## config.mk

```make
export PLATFORM = sky130hd
export DESIGN_NAME = rpcc_encode
export DESIGN_NICKNAME = d
export VERILOG_FILES = /design/src/rtl/core/rpcc_pkg.sv /design/src/rtl/core/rpcc_encode.sv
export SDC_FILE = /design/constraint.sdc
export NUM_CORES = 1
export LEC_CHECK = 0
export BUFFER_PORTS_ARGS = -buffer_cell sky130_fd_sc_hd__buf_2
export CORE_UTILIZATION = 25
export DETAILED_ROUTE_END_ITERATION = 10
export PLACE_DENSITY = 0.36
export SLEW_MARGIN = 20
export SYNTH_ARGS = -nofsm -noshare
export SYNTH_HDL_FRONTEND = slang
export SYNTH_SLANG_ARGS = --single-unit
export TNS_END_PERCENT = 5
```

## constraint.sdc

```tcl
create_clock -name clk -period 8.8 [get_ports clk]
set_input_delay 0.44 -clock clk [delete_from_list [all_inputs] [get_ports clk]]
set_output_delay 0.44 -clock clk [all_outputs]
set_load 0.05 [all_outputs]
```

## src/rtl/core/rpcc_pkg.sv

```systemverilog
// ----------------------------------------------------------------------------
// rpcc_pkg
// shared types, widths and constant curve tables for the color correction unit
// ----------------------------------------------------------------------------
package rpcc_pkg;

  // fixed-point setup
  localparam int LINEAR_BITS      = 16;
  localparam int CURVE_INDEX_BITS = 12;
  localparam int COEF_W           = 16;
  localparam int COEF_FRAC        = 14;
  localparam int ROW_W            = 3 * COEF_W;
  localparam int CHAN_W           = 8;
  localparam int CODE_W           = 8;
  localparam int SRC_BITS         = 5;
  localparam int NUM_CODES        = 1 << CODE_W;
  localparam int NUM_SRC          = 1 << SRC_BITS;

  // derived widths
  localparam int FB       = LINEAR_BITS + COEF_FRAC;
  localparam int LIN_W    = LINEAR_BITS + 1;
  localparam int PROD_W   = COEF_W + LIN_W + 1;
  localparam int ACC_W    = PROD_W + 2;
  localparam int V_W      = FB + 1;
  localparam int IDXM_W   = V_W + CURVE_INDEX_BITS + 1;
  localparam int ENC_STAGES = CODE_W;

  localparam logic [CURVE_INDEX_BITS-1:0] CURVE_MAX = '1;
  localparam logic [V_W-1:0] V_ONE  = {1'b1, {FB{1'b0}}};
  localparam logic [IDXM_W-1:0] V_HALF = IDXM_W'(1) << (FB - 1);

  // configuration register indexes
  typedef enum logic [1:0] {
    REG_ENABLE = 2'd0,
    REG_RED    = 2'd1,
    REG_GREEN  = 2'd2,
    REG_BLUE   = 2'd3
  } reg_idx_t;

  // per-item sideband that travels with the pipeline
  typedef struct packed {
    logic              valid;
    logic              en;
    logic [CHAN_W-1:0] alpha;
    logic [CHAN_W-1:0] red;
    logic [CHAN_W-1:0] green;
    logic [CHAN_W-1:0] blue;
    logic              last;
  } side_t;

  typedef logic [2:0][CURVE_INDEX_BITS-1:0] idx3_t;
  typedef logic [2:0][CODE_W-1:0]           code3_t;
  typedef logic [2:0][ROW_W-1:0]            rows_t;
  typedef logic [NUM_SRC-1:0][LIN_W-1:0]    lin_tab_t;
  typedef logic [NUM_CODES-1:0][CURVE_INDEX_BITS-1:0] thr_tab_t;

  // gamma 2.2 expansion of a 5-bit code, Q24
  localparam logic [24:0] GAMMA_Q24 [NUM_SRC] = '{
    25'd0, 25'd8785, 25'd40364, 25'd98490, 25'd185463, 25'd303011, 25'd452540,
    25'd635243, 25'd852163, 25'd1104226, 25'd1392273, 25'd1717072, 25'd2079329,
    25'd2479704, 25'd2918812, 25'd3397233, 25'd3915511, 25'd4474166, 25'd5073691,
    25'd5714555, 25'd6397208, 25'd7122081, 25'd7889586, 25'd8700130, 25'd9554088,
    25'd10451834, 25'd11393728, 25'd12380118, 25'd13411338, 25'd14487722,
    25'd15609582, 25'd16777216
  };

  // linear table rounded half up to LINEAR_BITS fraction bits
  function automatic lin_tab_t make_lin();
    lin_tab_t    t;
    logic [63:0] g;
    t = '0;
    for (int c = 0; c < NUM_SRC; c++) begin
      g = 64'(GAMMA_Q24[c]);
      if (LINEAR_BITS >= 24) begin
        t[c] = LIN_W'(g << (LINEAR_BITS - 24));
      end else begin
        t[c] = LIN_W'((g + ((64'd1 << (24 - LINEAR_BITS)) >> 1)) >> (24 - LINEAR_BITS));
      end
    end
    return t;
  endfunction

  localparam lin_tab_t LIN_TAB = make_lin();

  // Q0.30 product with half-up rounding
  function automatic logic [63:0] mul_q30(logic [63:0] a, logic [63:0] b);
    return (a * b + (64'd1 << 29)) >> 30;
  endfunction

  function automatic logic [63:0] pow5_q30(logic [63:0] w);
    logic [63:0] w2;
    logic [63:0] w4;
    w2 = mul_q30(w, w);
    w4 = mul_q30(w2, w2);
    return mul_q30(w4, w);
  endfunction

  // largest w with w^5 <= s, bisection
  function automatic logic [63:0] root5_q30(logic [63:0] s);
    logic [63:0] lo;
    logic [63:0] hi;
    logic [63:0] mid;
    lo = 64'd0;
    hi = 64'd1 << 30;
    while (lo < hi) begin
      mid = (lo + hi + 64'd1) >> 1;
      if (pow5_q30(mid) <= s) lo = mid;
      else hi = mid - 64'd1;
    end
    return lo;
  endfunction

  // curve index at which each sRGB code starts; built at elaboration
  function automatic thr_tab_t make_thr();
    thr_tab_t    t;
    logic [63:0] e;
    logic [63:0] u;
    logic [63:0] s;
    logic [63:0] num;
    logic [63:0] half;
    t = '0;
    half = 64'(CURVE_MAX) >> 1;
    for (int k = 1; k < NUM_CODES; k++) begin
      if (k <= 10) begin
        e = ((64'(200 * k - 100) << 30) + 64'd329460) / 64'd658920;
      end else begin
        u = ((64'(200 * k + 2705) << 30) + 64'd26902) / 64'd53805;
        s = mul_q30(u, u);
        e = mul_q30(s, root5_q30(s));
      end
      num = e * 64'(CURVE_MAX);
      if (num <= half) t[k] = '0;
      else t[k] = CURVE_INDEX_BITS'((num - half + (64'd1 << 30) - 64'd1) >> 30);
    end
    return t;
  endfunction

  localparam thr_tab_t THR_TAB = make_thr();

endpackage

```

## src/rtl/core/rpcc_encode.sv

```systemverilog
// ----------------------------------------------------------------------------
// rpcc_encode
// sRGB encoding by binary search over code thresholds, one code bit per stage
// ----------------------------------------------------------------------------
module rpcc_encode (
  input  logic             clk,
  input  logic             rst_n,
  input  logic             adv,
  input  rpcc_pkg::side_t  side_i,
  input  rpcc_pkg::idx3_t  idx_i,
  output rpcc_pkg::side_t  side_o,
  output rpcc_pkg::code3_t code_o
);

  rpcc_pkg::side_t  side_r [rpcc_pkg::ENC_STAGES];
  rpcc_pkg::idx3_t  idx_r  [rpcc_pkg::ENC_STAGES];
  rpcc_pkg::code3_t code_r [rpcc_pkg::ENC_STAGES];

  for (genvar s = 0; s < rpcc_pkg::ENC_STAGES; s++) begin : g_stage
    localparam int BIT = rpcc_pkg::ENC_STAGES - 1 - s;

    rpcc_pkg::side_t  side_prev;
    rpcc_pkg::idx3_t  idx_prev;
    rpcc_pkg::code3_t code_prev;
    rpcc_pkg::code3_t code_nxt;

    // stage input
    if (s == 0) begin : g_first
      assign side_prev = side_i;
      assign idx_prev  = idx_i;
      assign code_prev = '0;
    end else begin : g_next
      assign side_prev = side_r[s-1];
      assign idx_prev  = idx_r[s-1];
      assign code_prev = code_r[s-1];
    end

    // try setting this bit: keep it when its threshold is reached
    always_comb begin
      logic [rpcc_pkg::CODE_W-1:0] cand;
      for (int i = 0; i < 3; i++) begin
        cand = code_prev[i] | (rpcc_pkg::CODE_W'(1) << BIT);
        if (rpcc_pkg::THR_TAB[cand] <= idx_prev[i]) code_nxt[i] = cand;
        else code_nxt[i] = code_prev[i];
      end
    end

    // payload registers
    always_ff @(posedge clk) begin
      if (adv) begin
        idx_r[s]  <= idx_prev;
        code_r[s] <= code_nxt;
      end
    end

    // sideband, valid cleared by reset
    always_ff @(posedge clk) begin
      if (!rst_n) begin
        side_r[s].valid <= 1'b0;
      end else if (adv) begin
        side_r[s] <= side_prev;
      end
    end
  end

  assign side_o = side_r[rpcc_pkg::ENC_STAGES-1];
  assign code_o = code_r[rpcc_pkg::ENC_STAGES-1];

endmodule

```

### Word-level counts from Yosys, hierarchy flattened

Memory sizes are Yosys's and may differ from the RTL's.
Cells that the tools add are included.

| operators by class | value |
|---|---|
| magnitude comparators | 45 |
| mux-type cells | 58 |
| bitwise operators | 8 |

Operators with widths:

| operator | count |
|---|---|
| $le A12 B12 Y1 | 21 |
| $mux W12 | 21 |
| $lt A8 B9 Y1 const B | 21 |
| $le A10 B12 Y1 const A | 3 |
| $mux W8 | 3 |
| $mux W7 | 3 |
| $mux W6 | 3 |
| $mux W1 | 16 |
| $mux W5 | 3 |
| $mux W4 | 3 |
| $mux W3 | 3 |
| $or A1 B1 Y1 | 8 |
| $mux W2 | 3 |

| word-level totals | value |
|---|---|
| register bits after elaboration | 0 |
| bits in writable memories | 760 |
| ROM bits | 32,256 |
| memories | 24 |

Memories:

| memory | depth | width | read ports | clocked after Yosys merged registers in | write ports | line | source |
|---|---|---|---|---|---|---|---|
| (name not given) | 128 | 12 | 1 | 0 | 0 | rpcc_encode.sv:43 | `if (rpcc_pkg::THR_TAB[cand] <= idx_prev[i]) code_nxt[i] = cand;` |
| (name not given) | 128 | 12 | 1 | 0 | 0 | rpcc_encode.sv:43 |  |
| (name not given) | 128 | 12 | 1 | 0 | 0 | rpcc_encode.sv:43 |  |
| (name not given) | 128 | 12 | 1 | 0 | 0 | rpcc_encode.sv:43 |  |
| (name not given) | 128 | 12 | 1 | 0 | 0 | rpcc_encode.sv:43 |  |
| (name not given) | 128 | 12 | 1 | 0 | 0 | rpcc_encode.sv:43 |  |
| 18 more memories | - | - | - | - | - | - |  |

### Depth between registers and ports, before layout

Gate-level depths: netlist of run 1.
An unclocked memory read counts as a cell.

| logic depth | value |
|---|---|
| depth after elaboration | 5 |
| depth in mapped cells | 18 |
| gate-level depth less buffers | 15 |

### Worst setup path after synthesis of run 1

No wires, ideal clock.

| timing path | value |
|---|---|
| kind | input to register |
| start | input port adv |
| end | memory side_r[0][0] (netlist name) (enable) |
| arrival time | 6,835 ps |
| data required time | 8,134 ps |
| slack | 1,298 ps |
| stages | 2 |
| buffers on the path | 1 |
| cells stage by stage | clkbuf_1 -> and2_1 |

RTL lines:

| what | line | source |
|---|---|---|
| from (decl) | rpcc_encode.sv:8 | `input logic adv,` |
| to (decl) | rpcc_encode.sv:15 | `rpcc_pkg::side_t side_r [rpcc_pkg::ENC_STAGES];` |

==> run summary, run 1 <==
The leakage power summed over all cells was 16.5 nW. The critical path goes through inv_1, ha_1, nor2b_1, or3_1, nand4b_1, a21oi_1, a311oi_1, ha_1, a21o_1, a21o_1, a21oi_1, o211ai_1, nand2_1. The global routing usage on met1 is 16.4%.

Net switching is 27.9% of the power. Share of synthesized area occupied by flip-flops and latches: 51.7%. The fraction of registers with async set/reset was 0%. Yosys attributes the largest share of cell area to edfxtp_1, ha_1, o21ai_0. Detailed routing inserted a total of 25800 vias. The total DRC errors in the routed layout came out at 0. Leaving out fill and tap cells, the most frequent cells in the layout are edfxtp_1, ha_1, inv_1, o21ai_0, a21oi_1. In this run the worst hold path is classified as input port to register. Synthesis inferred 640 register bits. Summing every instance area after synthesis gives 0.0371 mm^2.

The proportion of power drawn by combinational gates came out at 15.7%. The dominant register cell in the synthesized netlist is edfxtp_1. For this configuration, the core starts out at a cell density of 25.2%. Data on the critical path is required at its endpoint by 9.32 ns. Per report_power, the sequential group accounts for 45.0% of the total. The fraction of layout cells with a size suffix above 1 is 8.87%. Counting every net in the synthesized netlist gives 3864. The violation count after the first detailed-routing iteration is 2027, and the number of cell instances on the worst register-to-register path is 13.

In this run the critical register-to-register path is captured at code_r[1][88]. The tools report the number of placement rows as 141. The die height is 387 um. The run gives 0.856 as the weighted congestion reported at the end of routability-driven placement.

Among all stages on the critical path, the largest delay is contributed by edfxtp_1. For the detailed-routing iteration count for the pre-antenna-repair pass, the log shows 6. The tools report the reported max-cap violation count as 0. During I/O placement, the number of pins put on the boundary was 133. Delay contributed by the slowest stage of the critical path: 0.79 ns. The run gives 0.0475 ns as the setup clock skew after layout. The global router's overall resource usage was 11.9%. The routed design has 91.1 mm of wire. The worst register-to-register path begins at code_r[1][66].

For the total instance count after detailed placement, the log shows 5301. The placed instances occupy a cell area of 0.0392 mm^2. Entering global routing, the biggest net connects 160 pins.

Setup violations remaining at the end of the flow were counted as 0. The floorplan die area was 0.150 mm^2. The number of hold violations in the final report is 0, and the minimum hold slack is 0.0714 ns.

The die outline width was 387 um. The detail route stage leaves a number of antenna-violating nets equal to 0. The relative area change from synthesis to final layout is 14.6%. The area share of the leading cell type in the synthesized netlist was 51.7%. The run gives 0 as the number of cells upsized or downsized after cts. Detailed placement ended at an HPWL of 60.8 mm. The worst setup path is captured at a register. The via count of the first global-routing pass was 25400.

Clock-pin slew was measured on the worst setup and hold paths at 0.06 ns. The start-to-end type of the worst setup path is register to register. Period utilization: 47.0%. The startpoint identified for the worst hold timing path is side_i[34]. Power comes to 8.22 mW. Highest ir drop seen on vdd: 0.000132 V. The number of setup buffers added after CTS came out at 0. The number of buffers inserted by port buffering was 132; the largest driver fanout on the critical path was 19. The longest clock path from root to sink contains 3 buffers. The library cell occupying the most area in the post-synthesis netlist is edfxtp_1.

The slew at the pin closest to its max-slew limit is 1.08 ns, and the number of warning messages in the yosys log is 0. The routed length per placed instance works out to 16.5 um. The met2 capacity usage during global routing is 19.1%, and the gate count after technology mapping is 3453. The H-tree was split into 3 levels. The worst hold path terminates at side_r[0][34]. The global routing met3 resource utilization came out at 1.91%. Root buffer cell: clkbuf_16. The internal portion of the total power is 5.92 mW.

The number of antenna violations at the first check in global routing came out at 1. The count of cell types in the netlist is 79. For this run the aggregate overflow at the end of global routing stands at 0.

In the final timing run, aggregate negative setup slack is 0 ns. The average footprint of a synthesized cell was 10.8 um^2. For this design the ratio of total power to cell area is 193 mW/mm^2. The number of enable-type register cells in the synthesized netlist was 639.

TritonCTS built the clock tree. The busiest metal layer after global routing was met2. At the end of the flow, the number of nets in the layout was 3933. The logs give 70 for the hold-fix buffer count after cts and 0 for the final-report max-slew violation count. Most common library cell in the layout ignoring fill and taps: edfxtp_1.

The clock network accounts for 39.3% of the total power. The finished layout holds 5515 standard cells, fillers aside. The run finished with clean final reports. The global-route wire length before repair was 145 mm; the cell area after layout was 0.0426 mm^2. The clock drives 640 sinks.

The clock period could shrink to 4.13 ns. Across all register-to-register paths, the minimum setup slack is 4.67 ns. The detailed-route vias per instance works out to 4.69. Counting instances, the worst hold path has a depth of 2. Clock latency at the later pin of the worst-skew pair: 0.69 ns. Startpoint type of the worst setup path: a register. The run gives 2.30 mW as the switching power. In this run, CTS created clock tree buffers numbering 79. For the worst setup path, the data arrival time is 4.66 ns. After floorplanning, the core was sized to cover 0.147 mm^2.

Setup repair after global routing left no endpoint under its margin. Timing would allow up to 0.242 GHz. The worst relative slew slack was 28.1%.
-- worst max-delay path by stage --
stage | startpoint | end | slack [ns] | cells past startpoint
2_1_floorplan | adv | side_r[0][0] | 1.30 | 2
3_3_place_gp | code_r[1][49] | code_r[1][72] | 4.76 | 14
3_5_place_dp | code_r[1][66] | code_r[1][88] | 4.71 | 13
4_1_cts | code_r[1][66] | code_r[1][88] | 4.64 | 13
5_1_grt | code_r[1][49] | code_r[1][72] | 4.32 | 14
6_report | code_r[1][66] | code_r[1][88] | 4.67 | 13
-- logic make-up (layout without fill, tap and decap cells) --
logic type	Yosys count	count (layout)	share of synthesized area [%]
muxes	49	49	1.89
other	0	1	0
DFF	640	640	51.7
adders and majority gates	339	339	11.4
AOI/OAI and AO/OA	1029	1029	17.5
xor gates and xnor gates	9	9	0.212
buffers and inverters	537	668	6.26
and+or+nand+nor	850	850	11.0
-- routing by layer --
layer | share of wire [%] | vias up
li1 | - | 13000
met1 | 48 | 12200
met2 | 46 | 551
met3 | 4.4 | 126
met4 | 2.3 | 0
met5 | 0 | -
-- registers in the layout, indices dropped and copies added, names as in the netlist --
register / cells
idx_r: 252
side_r: 280
code_r: 108
-- critical path: cells and delay by family (launching register included) --
family	cells	cell delay, ns
buf+inv	1	0.34
flops	1	0.79
fa+ha+maj	2	1.06
compound gates	6	1.00
simple gates	4	0.76
-- power groups by stage --
stage                     Combinational, mW  Sequential [mW]  Clock [mW]
final                                  1.29             3.70        3.23
after global routing                   1.47             3.72        3.50
after CTS                              1.31             3.70        3.39
after detailed placement               1.28             3.76           0
after global placement                 1.30             3.76           0
after floorplan                       0.954             3.71           0
-- through the flow --
stage / util (%) / setup WS, ns
finish: 28.9 / 4.67
global route: 28.9 / 4.32
CTS: 28.9 / 4.64
detailed placement: 26.6 / 4.71
global placement: 26.6 / 4.76
floorplan: - / 1.30
-- synth_stat cells, types with 18 or more instances --
cell type	n
edfxtp_1	639
ha_1	337
inv_1	283
o21ai_0	283
a21oi_1	257
nand2_1	256
nor2_1	209
clkbuf_1	109
buf_2	83
o211ai_1	76
nor2b_1	74
nand2b_1	73
a21o_1	69
nor3_1	59
a211oi_1	58
a31oi_1	54
nand4_1	45
nand3_1	40
buf_4	31
o221ai_1	28
a221oi_1	27
o31ai_1	27
mux2i_1	23
o22ai_1	23
and3_1	18
-- final cells by class --
cell class	count	area (um^2)
Timing Repair Buffer	235	1630
Antenna cell	1	2.50
Multi-Input combinational cell	2276	15600
Inverter	290	1090
Fill cell	15300	105000
Sequential cell	640	19200
Clock inverter	44	546
Clock buffer	99	2070
Tap cell	1930	2410
Note: power is estimated with default switching activity, not from simulation.
==> inputs of run 2 (changes only) <==
--- a/config.mk
+++ b/config.mk
@@ -8,7 +8,7 @@
 export BUFFER_PORTS_ARGS = -buffer_cell sky130_fd_sc_hd__buf_2
 export CORE_UTILIZATION = 25
 export DETAILED_ROUTE_END_ITERATION = 10
-export PLACE_DENSITY = 0.36
+export PLACE_DENSITY = 0.37
 export SLEW_MARGIN = 20
 export SYNTH_ARGS = -nofsm -noshare
 export SYNTH_HDL_FRONTEND = slang
==> constraint.sdc (replaced) <==
create_clock -name clk -period 3.31 [get_ports clk]
set_input_delay 0.1655 -clock clk [delete_from_list [all_inputs] [get_ports clk]]
set_output_delay 0.1655 -clock clk [all_outputs]
set_load 0.05 [all_outputs]
==> run 2 against run 1 <==
Net effect:
- first-iteration DRC count decreased by 18%
- via count increased by 3.4%
- sequential power increased to 2.6 times the previous value
- register-to-register slack worse by 4.5 ns
- flip-flop and latch count did not move
==> run summary, run 2 (same netlist as run 1, synthesis figures left out) <==
The run finished with clean final reports. For this design the static power due to leakage is 17.7 nW. STA classifies the critical path startpoint as a register. The logs give 3.71 ns for the data arrival time of the critical path and 0 for the setup violation total in the final timing report.

Leaving out fill and tap cells, the most frequent cells in the layout are edfxtp_1, ha_1, inv_1. The number of stages on the worst hold path is 2, and the residual overflow from global routing is 0. The congestion estimate from routability-driven global placement came to 0.857.

Compared with the post-synthesis result, the final layout area differs by 20.3%. After filler insertion, the fill cell instance count of the layout stands at 15200. The number of hold violations in the final report is 0, and the final critical path time including I/O delays and setup is 3.17 ns. Cell with the largest stage delay on the worst path: mux4_2.

Across all hold checks on the routed design, the worst slack comes to 0.166 ns. The period utilization is 95.6%, and the area inside the core boundary is 0.147 mm^2. The number of nets with antenna violations after routing was 0; the total wire length was 94.5 mm.

For this design the ratio of total power to cell area is 502 mW/mm^2. After detailed routing, the average wire length per cell comes to 16.5 um. The reg-to-reg critical path endpoint was code_r[1][72]. After detailed routing, the number of remaining DRC violations is 0.

The number of placement rows came out at 141. Data required time at the worst endpoint: 3.85 ns. The reported max-cap violation count came out at 0.

The tools report the number of antenna violations at the first check in global routing as 1. For the starting density of the core, the log shows 25.2%. The terminating pin of the worst hold path was side_r[0][28]. Setup repair after global routing could not meet its margin everywhere.

The signal on the critical path passes through inv_2, buf_4, ha_4, buf_6, nand2_2, a31oi_1, mux4_2, o22a_1, ha_1, a21o_1, a221o_1, a221oi_2, o21ai_1, o21ai_1. The critical path in this run is classified as register to register. The die covers 0.150 mm^2.

For the internal reg-to-reg setup slack, the log shows 0.14 ns. TritonCTS built the clock tree. The tools report the final-report max-slew violation count as 0. In this run, the number of DRC markers left after iteration 0 of detailed routing was 1657. The largest driver fanout on the critical path was 10. Once layout is complete, the utilization of the core stands at 30.3%.

The detailed-route vias per instance is 4.67, and the multi-input logic area is 0.0158 mm^2. Measured against its own limit, the worst slew margin works out to 41.1%. The first global-routing pass estimated 150 mm of wire. In this design, the stage delay of the slowest critical-path cell is 0.48 ns. The worst-case IR drop observed on VDD is 0.000411 V. The count of placed standard cells in the final layout, fillers left out was 5724; the placed wire-length estimate after detailed placement was 66.6 mm. The detailed-routing iteration count for the pre-antenna-repair pass was 5; the fraction of layout cells with a size suffix above 1 was 14.8%.

The clock-pin slew on the worst setup and hold paths is 0.06 ns. The number of placed instances, taps included, is 5492. The number of cell instances on the worst register-to-register path came out at 14.

Total negative slack for setup checks: 0 ns. The total clock buffers created by CTS came out at 81. The type of the worst min-delay path was input port to register.

The tools report the start point of the worst hold path as side_i[28]. The root buffer cell is clkbuf_16. Timing would allow up to 0.316 GHz.

For the maximum buffer depth of the clock tree, the log shows 3. On the critical path the largest part of the delay comes from compound AO/OA/AOI/OAI gates. 133 I/O pins were placed.

For this design, the sink count on the clock tree is 640. Summing over every cut layer, the via total after detailed routing is 26700. The tools report the total number of H-tree levels as 3.

Cell seen most often among critical-path stages: o21ai_1. The beginning of the worst register-to-register path is code_r[1][49]. The run gives 131 as the largest net degree at the start of global routing. In this run the vertical extent of the chip is 387 um.

Counting flops per register, the top entry is side_r. Critical path buffer and inverter count: 3. The largest registers in the layout are side_r: 280 flops, idx_r: 252 flops, code_r: 108 flops. The run gives 0.70 ns as the clock latency at the later pin of the worst-skew pair. The worst setup path is captured at a register.

The number of buffers inserted by port buffering was 132; the die outline width was 387 um. The setup clock skew after layout came out at 0.0646 ns. For this run, the total global-route usage over all layers was measured as 12.4%. The net count of the finished layout is 4138, and the overall power consumption is 22.4 mW. The most common library cell in the layout ignoring fill and taps was edfxtp_1.

The via count of the first global-routing pass came out at 26400. The area occupied by registers is 0.0192 mm^2, and the flip-flop count of the largest register after layout is 280. The slew at the pin closest to its max-slew limit works out to 0.883 ns.
## run 2: cell type report
cell class              instances  area share (%)
diodes                          1         0.00560
clock buffers                  97            4.67
clock inverters                52            1.28
inverters                     290            2.44
multi-input cells            2276            35.4
flip-flops and latches        640            43.0
well taps                    1930            5.41
repair buffers                438            7.83
## run 2: worst max path at each step
stage	start	to	slack [ns]	depth (start not counted)
floorplan	code_r[1][58]	code_r[1][80]	0.1	17
finish	code_r[1][49]	code_r[1][72]	0.14	14
global placement	code_r[1][49]	code_r[1][72]	-0.09	14
detailed placement	code_r[1][49]	code_r[1][72]	-0.14	14
global route	code_r[1][49]	code_r[1][72]	-0.04	16
CTS	code_r[1][49]	code_r[1][72]	0.008	14
## run 2: through the flow
stage          worst slack (ns)  instance area [um^2]
2_1_floorplan            0.0966                 37100
3_3_place_gp            -0.0944                 41000
3_5_place_dp             -0.137                 41000
4_1_cts                 0.00780                 44400
5_1_grt                 -0.0408                 44700
6_report                  0.144                 44700
## run 2: worst reg2reg max path, cell delays in order, from the launching register on
cell	delay, ns
edfxtp_1	0.46
inv_2	0.09
buf_4	0.11
ha_4	0.22
buf_6	0.16
nand2_2	0.07
a31oi_1	0.08
mux4_2	0.48
o22a_1	0.21
ha_1	0.19
a21o_1	0.17
a221o_1	0.31
a221oi_2	0.30
o21ai_1	0.10
o21ai_1	0.08
## run 2: power by group
| group | switching (mW) | internal, mW | leakage [nW] |
|---|---|---|---|
| Sequential | 0.291 | 9.44 | 6.13 |
| Clock | 3.72 | 5.05 | 1.29 |
| Combinational | 2.32 | 1.62 | 10.3 |
## run 2: timing repair
item | 4_1_cts | 5_1_grt
endpoints found under the hold margin | 91 | 0
hold buffers | 75 | 0
endpoints found under the setup margin | 1 | 3
gates resized for setup | 4 | 64
pin swaps | 3 | 21
buffers inserted | 0 | 7
## run 2: layer usage
metal	share of wire, %	GRT usage (%)	vias to the layer above
met1	47	16.4	12700
met5	0	0	-
met4	2.6	4.44	0
met2	47	20.3	540
li1	-	-	13400
met3	4.0	1.93	142
